--- src/hdl/lorawan_channel_table_picker_macros.svh ---
// Assertion macros shared by the channel table picker RTL.
// No dependencies; included by files that carry concurrent assertions.
`ifndef LORAWAN_CHANNEL_TABLE_PICKER_MACROS_SVH
`define LORAWAN_CHANNEL_TABLE_PICKER_MACROS_SVH

// Same-cycle implication, disabled while reset is asserted.
`define LCTP_ASSERT_IMP(label, clk, rst_n, ante, cons, msg) \
	label: assert property (@(posedge clk) disable iff (!(rst_n)) (ante) |-> (cons)) \
		else $error(msg);

// Unconditional invariant, disabled while reset is asserted.
`define LCTP_ASSERT_ALWAYS(label, clk, rst_n, cond, msg) \
	label: assert property (@(posedge clk) disable iff (!(rst_n)) (cond)) \
		else $error(msg);

`endif

--- src/hdl/lctp_pkg.sv ---
// Package for the channel table picker: payload structs, command codes,
// register indexes and sizing constants. No dependencies.
package lctp_pkg;

	// Sizing defaults for the top-level parameters.
	localparam int NUM_CHANNELS_DEF = 16;
	localparam int NUM_DEFAULTS_DEF = 3;

	// Field widths.
	localparam int FREQ_W   = 31;
	localparam int WORD_W   = 24;
	localparam int SLOT_W   = 3;
	localparam int RND_W    = 32;
	localparam int CMD_W    = 2;
	localparam int CFG_IDX_W = 2;

	// CFList entries start at table entry three and cover five slots.
	localparam int CFLIST_BASE  = 3;
	localparam int CFLIST_SLOTS = 5;
	// CFList words are in units of 100 Hz.
	localparam int FREQ_SCALE   = 100;

	// Command codes; code 3 is ignored.
	typedef enum logic [CMD_W-1:0] {
		CMD_INIT   = 2'd0,
		CMD_CFLIST = 2'd1,
		CMD_PICK   = 2'd2
	} cmd_t;

	// Configuration register indexes; index 3 is ignored.
	localparam logic [CFG_IDX_W-1:0] REG_DFLT_A = 2'd0;
	localparam logic [CFG_IDX_W-1:0] REG_DFLT_B = 2'd1;
	localparam logic [CFG_IDX_W-1:0] REG_DFLT_C = 2'd2;

	// Reset values of the default frequencies.
	localparam logic [FREQ_W-1:0] DFLT_A_RST = 31'd868100000;
	localparam logic [FREQ_W-1:0] DFLT_B_RST = 31'd868300000;
	localparam logic [FREQ_W-1:0] DFLT_C_RST = 31'd868500000;

	typedef struct packed {
		logic [CMD_W-1:0]  cmd;
		logic [WORD_W-1:0] cflist_word;
		logic [SLOT_W-1:0] cflist_slot;
		logic [RND_W-1:0]  random_value;
	} in_item_t;

	typedef struct packed {
		logic [FREQ_W-1:0] channel_freq;
		logic              no_channel;
	} out_item_t;

endpackage

--- src/hdl/lctp_ram.sv ---
// Generic single-port-write, single-port-read RAM with a registered read.
// No dependencies.
module lctp_ram #(
	parameter int WIDTH = 31,
	parameter int DEPTH = 16
) (
	input  logic                     clk,
	input  logic                     we,
	input  logic [$clog2(DEPTH)-1:0] waddr,
	input  logic [WIDTH-1:0]         wdata,
	input  logic                     re,
	input  logic [$clog2(DEPTH)-1:0] raddr,
	output logic [WIDTH-1:0]         rdata
);

	logic [WIDTH-1:0] mem_q [DEPTH];
	logic [WIDTH-1:0] rdata_q;

	// Write port.
	always_ff @(posedge clk) begin
		if (we) begin
			mem_q[waddr] <= wdata;
		end
	end

	// Read port; data holds until the next read.
	always_ff @(posedge clk) begin
		if (re) begin
			rdata_q <= mem_q[raddr];
		end
	end

	assign rdata = rdata_q;

endmodule

--- src/hdl/lorawan_channel_table_picker.sv ---
// Top level of the channel table picker: command decoder, scan sequencer,
// bit-serial modulo unit and output register. Depends on lctp_pkg, lctp_ram
// and lorawan_channel_table_picker_macros.svh.
//
//   Channel   Direction  Handshake           Payload
//   cfg       in         cfg_we              cfg_index, cfg_data
//   in        in         in_valid/in_ready   in_data (in_item_t)
//   out       out        out_valid/out_ready out_data (out_item_t)
//
// Init writes the default entries in S_INIT after its transfer; a CFList load is written on transfer.
// A pick runs through the transfer cycle, one used-bit scan to count, 32 steps of the
// restoring modulo, a scan to the chosen entry and one RAM read; on an empty table it
// goes from the count scan straight to the output stage.
// Reset clears the used bits at once; no clearing pass.
// A finished result waits in the output register while the next item is taken;
// a further pick holds its result stage until that register is free.
module lorawan_channel_table_picker #(
	parameter int NUM_CHANNELS = lctp_pkg::NUM_CHANNELS_DEF,
	parameter int NUM_DEFAULTS = lctp_pkg::NUM_DEFAULTS_DEF
) (
	input  logic                                clk,
	input  logic                                arst_n,
	input  logic                                cfg_we,
	input  logic [lctp_pkg::CFG_IDX_W-1:0]      cfg_index,
	input  logic [lctp_pkg::FREQ_W-1:0]         cfg_data,
	input  logic                                in_valid,
	output logic                                in_ready,
	input  lctp_pkg::in_item_t                  in_data,
	output logic                                out_valid,
	input  logic                                out_ready,
	output lctp_pkg::out_item_t                 out_data
);

	import lctp_pkg::*;

	`include "lorawan_channel_table_picker_macros.svh"

	localparam int IW  = $clog2(NUM_CHANNELS);
	localparam int CW  = $clog2(NUM_CHANNELS + 1);
	localparam int BW  = $clog2(RND_W);
	localparam logic [IW-1:0] LAST_IDX = IW'(NUM_CHANNELS - 1);
	localparam logic [IW-1:0] LAST_DFLT = IW'(NUM_DEFAULTS - 1);
	localparam logic [BW-1:0] LAST_BIT = BW'(RND_W - 1);

	typedef enum logic [2:0] {
		S_IDLE,
		S_INIT,
		S_COUNT,
		S_DIV,
		S_FIND,
		S_OUT
	} state_t;

	state_t                  state_q;
	logic [FREQ_W-1:0]       dflt_a_q, dflt_b_q, dflt_c_q;
	logic [NUM_CHANNELS-1:0] used_q;
	logic [IW-1:0]           idx_q;
	logic [CW-1:0]           count_q;
	logic [CW-1:0]           rem_q;
	logic [CW-1:0]           seen_q;
	logic [RND_W-1:0]        rnd_q;
	logic [BW-1:0]           bit_q;
	logic                    nochan_q;
	logic                    out_valid_q;
	out_item_t               out_q;

	logic                    in_xfer;
	logic [IW:0]             cfl_entry;
	logic                    cfl_ok;
	logic [FREQ_W-1:0]       cfl_freq;
	logic [FREQ_W-1:0]       dflt_sel;
	logic [CW-1:0]           count_nx;
	logic [CW:0]             trial;
	logic                    trial_ge;
	logic [CW-1:0]           rem_nx;
	logic                    find_hit;
	logic                    ram_we;
	logic [IW-1:0]           ram_waddr;
	logic [FREQ_W-1:0]       ram_wdata;
	logic                    ram_re;
	logic [FREQ_W-1:0]       ram_rdata;
	logic                    out_free;

	// Input handshake: items are taken only while the sequencer is idle.
	assign in_ready = (state_q == S_IDLE);
	assign in_xfer  = in_valid && in_ready;

	// CFList decode: target entry, range check and scaling to Hz.
	assign cfl_entry = (IW+1)'(in_data.cflist_slot) + (IW+1)'(CFLIST_BASE);
	assign cfl_ok    = (in_data.cflist_slot < SLOT_W'(CFLIST_SLOTS))
		&& (cfl_entry < (IW+1)'(NUM_CHANNELS));
	assign cfl_freq  = FREQ_W'(in_data.cflist_word) * FREQ_W'(FREQ_SCALE);

	// Default frequency for the entry being initialized.
	always_comb begin
		case (idx_q[CFG_IDX_W-1:0])
			REG_DFLT_A: dflt_sel = dflt_a_q;
			REG_DFLT_B: dflt_sel = dflt_b_q;
			default:    dflt_sel = dflt_c_q;
		endcase
	end

	// Running count of used entries during the count scan.
	assign count_nx = count_q + CW'(used_q[idx_q]);

	// One restoring step of random_value mod count.
	assign trial    = {rem_q, rnd_q[RND_W-1]};
	assign trial_ge = (trial >= {1'b0, count_q});
	assign rem_nx   = trial_ge ? CW'(trial - {1'b0, count_q}) : trial[CW-1:0];

	// The chosen entry is the used one whose rank equals the remainder.
	assign find_hit = used_q[idx_q] && (seen_q == rem_q);

	// RAM port control: init sweep or CFList write, and the final read of a pick.
	always_comb begin
		ram_we    = 1'b0;
		ram_waddr = idx_q;
		ram_wdata = dflt_sel;
		if (state_q == S_INIT) begin
			ram_we = 1'b1;
		end else if (in_xfer && (in_data.cmd == CMD_CFLIST) && cfl_ok) begin
			ram_we    = 1'b1;
			ram_waddr = cfl_entry[IW-1:0];
			ram_wdata = cfl_freq;
		end
	end

	assign ram_re   = (state_q == S_FIND) && find_hit;
	assign out_free = !out_valid_q || out_ready;

	lctp_ram #(
		.WIDTH(FREQ_W),
		.DEPTH(NUM_CHANNELS)
	) u_table (
		.clk  (clk),
		.we   (ram_we),
		.waddr(ram_waddr),
		.wdata(ram_wdata),
		.re   (ram_re),
		.raddr(idx_q),
		.rdata(ram_rdata)
	);

	// Configuration registers.
	always_ff @(posedge clk or negedge arst_n) begin
		if (!arst_n) begin
			dflt_a_q <= DFLT_A_RST;
			dflt_b_q <= DFLT_B_RST;
			dflt_c_q <= DFLT_C_RST;
		end else if (cfg_we) begin
			unique case (cfg_index)
				REG_DFLT_A: dflt_a_q <= cfg_data;
				REG_DFLT_B: dflt_b_q <= cfg_data;
				REG_DFLT_C: dflt_c_q <= cfg_data;
				default: ;
			endcase
		end
	end

	// Sequencer, used bits and output register.
	always_ff @(posedge clk or negedge arst_n) begin
		if (!arst_n) begin
			state_q     <= S_IDLE;
			used_q      <= '0;
			idx_q       <= '0;
			count_q     <= '0;
			rem_q       <= '0;
			seen_q      <= '0;
			rnd_q       <= '0;
			bit_q       <= '0;
			nochan_q    <= 1'b0;
			out_valid_q <= 1'b0;
			out_q       <= '0;
		end else begin
			// The output register empties on its transfer unless a new result loads it.
			if (out_valid_q && out_ready && !(state_q == S_OUT && out_free)) begin
				out_valid_q <= 1'b0;
			end
			unique case (state_q)
				S_IDLE: begin
					if (in_xfer) begin
						unique case (in_data.cmd)
							CMD_INIT: begin
								used_q  <= '0;
								idx_q   <= '0;
								state_q <= S_INIT;
							end
							CMD_CFLIST: begin
								if (cfl_ok) begin
									used_q[cfl_entry[IW-1:0]] <= (in_data.cflist_word != '0);
								end
							end
							CMD_PICK: begin
								rnd_q   <= in_data.random_value;
								count_q <= '0;
								idx_q   <= '0;
								state_q <= S_COUNT;
							end
							default: ;
						endcase
					end
				end
				S_INIT: begin
					used_q[idx_q] <= (dflt_sel != '0);
					if (idx_q == LAST_DFLT) begin
						state_q <= S_IDLE;
					end else begin
						idx_q <= idx_q + IW'(1);
					end
				end
				S_COUNT: begin
					count_q <= count_nx;
					if (idx_q == LAST_IDX) begin
						if (count_nx == '0) begin
							nochan_q <= 1'b1;
							state_q  <= S_OUT;
						end else begin
							rem_q   <= '0;
							bit_q   <= '0;
							state_q <= S_DIV;
						end
					end else begin
						idx_q <= idx_q + IW'(1);
					end
				end
				S_DIV: begin
					rem_q <= rem_nx;
					rnd_q <= {rnd_q[RND_W-2:0], 1'b0};
					bit_q <= bit_q + BW'(1);
					if (bit_q == LAST_BIT) begin
						idx_q   <= '0;
						seen_q  <= '0;
						state_q <= S_FIND;
					end
				end
				S_FIND: begin
					if (find_hit) begin
						nochan_q <= 1'b0;
						state_q  <= S_OUT;
					end else begin
						if (used_q[idx_q]) begin
							seen_q <= seen_q + CW'(1);
						end
						idx_q <= idx_q + IW'(1);
					end
				end
				S_OUT: begin
					if (out_free) begin
						out_valid_q <= 1'b1;
						if (nochan_q) begin
							out_q.channel_freq <= '0;
							out_q.no_channel   <= 1'b1;
						end else begin
							out_q.channel_freq <= ram_rdata;
							out_q.no_channel   <= 1'b0;
						end
						state_q <= S_IDLE;
					end
				end
				default: state_q <= S_IDLE;
			endcase
		end
	end

	assign out_valid = out_valid_q;
	assign out_data  = out_q;

	// The used count can never exceed the table size.
	`LCTP_ASSERT_ALWAYS(a_count_bound, clk, arst_n, count_q <= CW'(NUM_CHANNELS), "used count exceeds table size")
	// After the modulo steps the remainder must be below the count.
	`LCTP_ASSERT_IMP(a_rem_below_count, clk, arst_n, state_q == S_FIND, rem_q < count_q, "remainder not below count")
	// The selection scan must not run past the last entry without a hit.
	`LCTP_ASSERT_IMP(a_find_in_range, clk, arst_n, state_q == S_FIND && idx_q == LAST_IDX, find_hit, "pick scan ran off the table")
	// A result flagged as having no channel carries a zero frequency.
	`LCTP_ASSERT_IMP(a_nochan_zero, clk, arst_n, out_valid_q && out_q.no_channel, out_q.channel_freq == '0, "no_channel with nonzero frequency")

endmodule

--- config.mk ---
export PLATFORM = sky130hd
export DESIGN_NAME = lorawan_channel_table_picker
export DESIGN_NICKNAME = d
export VERILOG_FILES = /design/src/hdl/lctp_pkg.sv /design/src/hdl/lctp_ram.sv /design/src/hdl/lorawan_channel_table_picker.sv
export VERILOG_INCLUDE_DIRS = /design/src /design/src/hdl
export SDC_FILE = /design/constraint.sdc
export NUM_CORES = 1
export LEC_CHECK = 0
export BUFFER_PORTS_ARGS = -buffer_cell sky130_fd_sc_hd__clkbuf_2
export CAP_MARGIN = 20
export CORE_ASPECT_RATIO = 0.9
export CORE_MARGIN = 3
export CORE_UTILIZATION = 67
export DETAILED_ROUTE_END_ITERATION = 7
export GPL_TIMING_DRIVEN = 0
export PLACE_DENSITY_LB_ADDON = 0.2
export SYNTH_ARGS = -nofsm -noshare
export SYNTH_HDL_FRONTEND = slang
export SYNTH_SLANG_ARGS = --single-unit
--- constraint.sdc ---
create_clock -name clk -period 6.8 [get_ports clk]
set_clock_uncertainty 0.15 [all_clocks]
set_input_delay 0.68 -clock clk [delete_from_list [all_inputs] [get_ports clk]]
set_output_delay 0.68 -clock clk [all_outputs]
set_load 0.02 [all_outputs]
==> impl_metrics.toml <==
[worst_setup_path]
cp.required_ns = 7.14
critical_path_class = "flop to flop"
crit_path_start_kind = "flop"
rr_endpoint = "used_q[4]"
end_kind = "flop"
arrival_ns = 6.89
worstReg2RegStart = "idx_q[1]"
worst_r2r_path_depth = 15
cp_max_fo = 10
reg2reg_slack_ns = 0.24

[logic_synthesis]
synth_top_cell_area_share_pct = 48.8
synth_xor_area_share_pct = 0.892
synth_top_family_by_area = "multiplexers"
syn_area_per_cell_um2 = 15.5
synthesis.area_um2 = 32400
ys_ff_latch = 729
synth_cell_types = 64
synthAdderAreaFrac_pct = 5.33
yosysSeqAreaShare_pct = 64.6
synth_warnings = 0
synth_area_leader_cell = "edfxtp_1"
synth_compound_area_share_pct = 6.36
synthMuxAreaShare_pct = 14.7
netlist_top_cells_count = "edfxtp_1 (527), dfrtp_1 (163), mux4_2 (160)"
synth-simple-area-share_pct = 5.61
netlist_instances = 2091
synth_fp_nets = 2316
synthArstFlopShare_pct = 27.7
synth_most_common_cell = "edfxtp_1"
ys.flop_type = "edfxtp_1"
synth-edff-count = 527
synthTopCellsByArea = "edfxtp_1 (49%), dfrtp_1 (13%), mux4_2 (11%)"

[drt]
first_pass_iters = 8
avgRoutedWirePerCell_um = 29.3
ant_nets = 0
drtIter0Drc = 3190
drt_wl_total_um = 88900
vias = 20800
drc = 0
vias_per_cell = 6.87

[sta]
final_hold_viol_count = 0
max_freq_ghz = 0.153
finalSetupTns_ns = 0
final_max_slew_viol_count = 0
tightestPinTransition_ns = 1.16
rsz0062_at_grt = "false"
fin_crit_ns = 6.56
setup_violations = 0
finalCritPeriodShare_pct = 96.4
holdWs_ns = 0.0260
max_slew_margin_pct = 22.8

[final_layout]
num-fill-cells = 2464
synthToLayoutAreaGrowth_pct = 15.1
final_util_pct = 79.0
fin_area_um2 = 37300
drive_gt1_share_pct = 26.6
final_nets = 2581

[grt]
grt_pass1_vias = 21500
grt_max_degree = 104
overflow = 0
antenna_found_initial = 3
grt_usage_pct = 35.7
grt_first_pass_wirelength_um = 133000

[clock_tree]
cts_tree = "yes"
cts-buffers-inserted = 70
cts.sinks = 729
postCtsSetupBuffers = 0
clockBufferDepth = 3
cts_root_buf = "clkbuf_16"
clock_latency_ns = 0.64
clk_pin_slew_ns = 0.06
h-tree-depth = 3
cts_hold_buf = 0
post_cts_resized = 0

[floorplanning]
initial_core_util_pct = 68.7
die-area_um2 = 51000
io_pins = 133
core_um2 = 47200
die_x_um = 238
chipHeight_um = 215
num_rows = 75

[power]
power.leakage_nw = 13.9
ir_worst_vdd_mv = 0.257
p_per_area_nw_per_um2 = 415

[min_path]
hp-class = "input pin to asynchronous set/reset pin"

[place]
port-buffer-count = 132
dp_hpwl_um = 55600
routabilityCongestion = 0.884
dpl-instance-area_um2 = 34600

[run_status]
status = "complete, no violations"

[job]
cap_violations = 0
==> cells by family after synthesis <==
group,after synthesis
XOR/XNOR,33
AND/OR/NAND/NOR,398
AO/OA/AOI/OAI,329
buffers and inverters,212
adder cells (fa/ha/maj),126
multiplexers,264
flip-flops,729
==> cells in the final DEF (no fill, tap or decap), types with 16 or more instances in the layout <==
master,instances
a21oi_1,96
a22o_1,34
a31oi_1,37
buf_2,16
buf_4,23
buf_6,16
clkbuf_1,91
clkbuf_16,72
clkbuf_2,131
dfrtp_1,163
dfstp_2,39
edfxtp_1,527
fa_1,20
ha_1,106
inv_1,110
mux2_2,97
mux4_2,160
nand2_1,154
nand2b_1,38
nand3_1,19
nand4_1,16
nor2_1,89
nor3_1,22
o21ai_0,85
xnor2_1,17
xor2_1,16
==> cell type report <==
| cell class | count | area (µm²) | share of cell area, % |
|---|---|---|---|
| clock buffers | 93 | 1930 | 5.18 |
| inverters | 111 | 417 | 1.12 |
| multi-input cells | 1150 | 10800 | 28.9 |
| repair buffers | 193 | 1470 | 3.93 |
| clock inverters | 37 | 598 | 1.60 |
| flip-flops and latches | 729 | 20900 | 56.1 |
| well taps | 616 | 771 | 2.07 |
| plain buffers | 101 | 402 | 1.08 |
| diodes | 3 | 7.51 | 0.0201 |
==> registers in the layout, summed over array words and instances, names as in the netlist, 4 cells and up <==
signal         count
dflt_b_q          31
seen_q             5
bit_q              5
rem_q              5
count_q            5
rnd_q             32
dflt_a_q          31
idx_q              4
dflt_c_q          31
u_table.rdata     31
used_q            16
u_table.mem_q    496
out_data          32
==> per-stage QoR <==
step | cells | power, W | worst slack, ns
global placement | 2839 | 0.0105 | -1.06
floorplan | 2091 | 0.00930 | 2.11
finish | 3033 | 0.0155 | 0.243
detailed placement | 2881 | 0.0109 | 0.823
global route | 3033 | 0.0160 | 0.341
CTS | 3011 | 0.0153 | 0.641
==> how the worst max path moves through the flow <==
stage                     start                     to  slack, ns  cells past startpoint
finish                 idx_q[1]              used_q[4]       0.24                     15
detailed placement     idx_q[1]              used_q[3]       0.82                     15
global route           idx_q[1]              used_q[5]       0.34                     15
global placement       idx_q[1]  u_table.mem_q[15][18]      -1.06                      5
CTS                    idx_q[1]              used_q[4]       0.64                     15
floorplan           in_data[39]   u_table.mem_q[0][27]       2.11                     15
==> worst max-delay path, stage by stage, from the launching register on <==
cell,delay (ns)
dfrtp_1,0.40
clkbuf_1,0.59
clkbuf_1,0.74
buf_1,0.63
inv_1,0.24
ha_1,0.26
buf_2,0.19
clkbuf_1,0.31
a22o_1,0.29
a21oi_1,0.39
nand4_1,0.16
nor4_1,0.77
nand4_1,0.69
nand2_1,0.33
a2bb2oi_1,0.19
a21oi_1,0.09
==> per-layer routing <==
metal / share of wire [%] / GRT usage, %
met4: 5.2 / 15.4
met5: 0 / 0
met1: 36 / 47.4
met2: 49 / 57.5
met3: 11 / 8.29
==> power breakdown <==
part	switching (W)	total (W)	internal, W
Combinational	0.00304	0.00487	0.00183
Clock	0.00175	0.00431	0.00256
Sequential	0.000279	0.00630	0.00602
Total	0.00507	0.0155	0.0104
No activity file was read; power rests on OpenSTA's default activity.
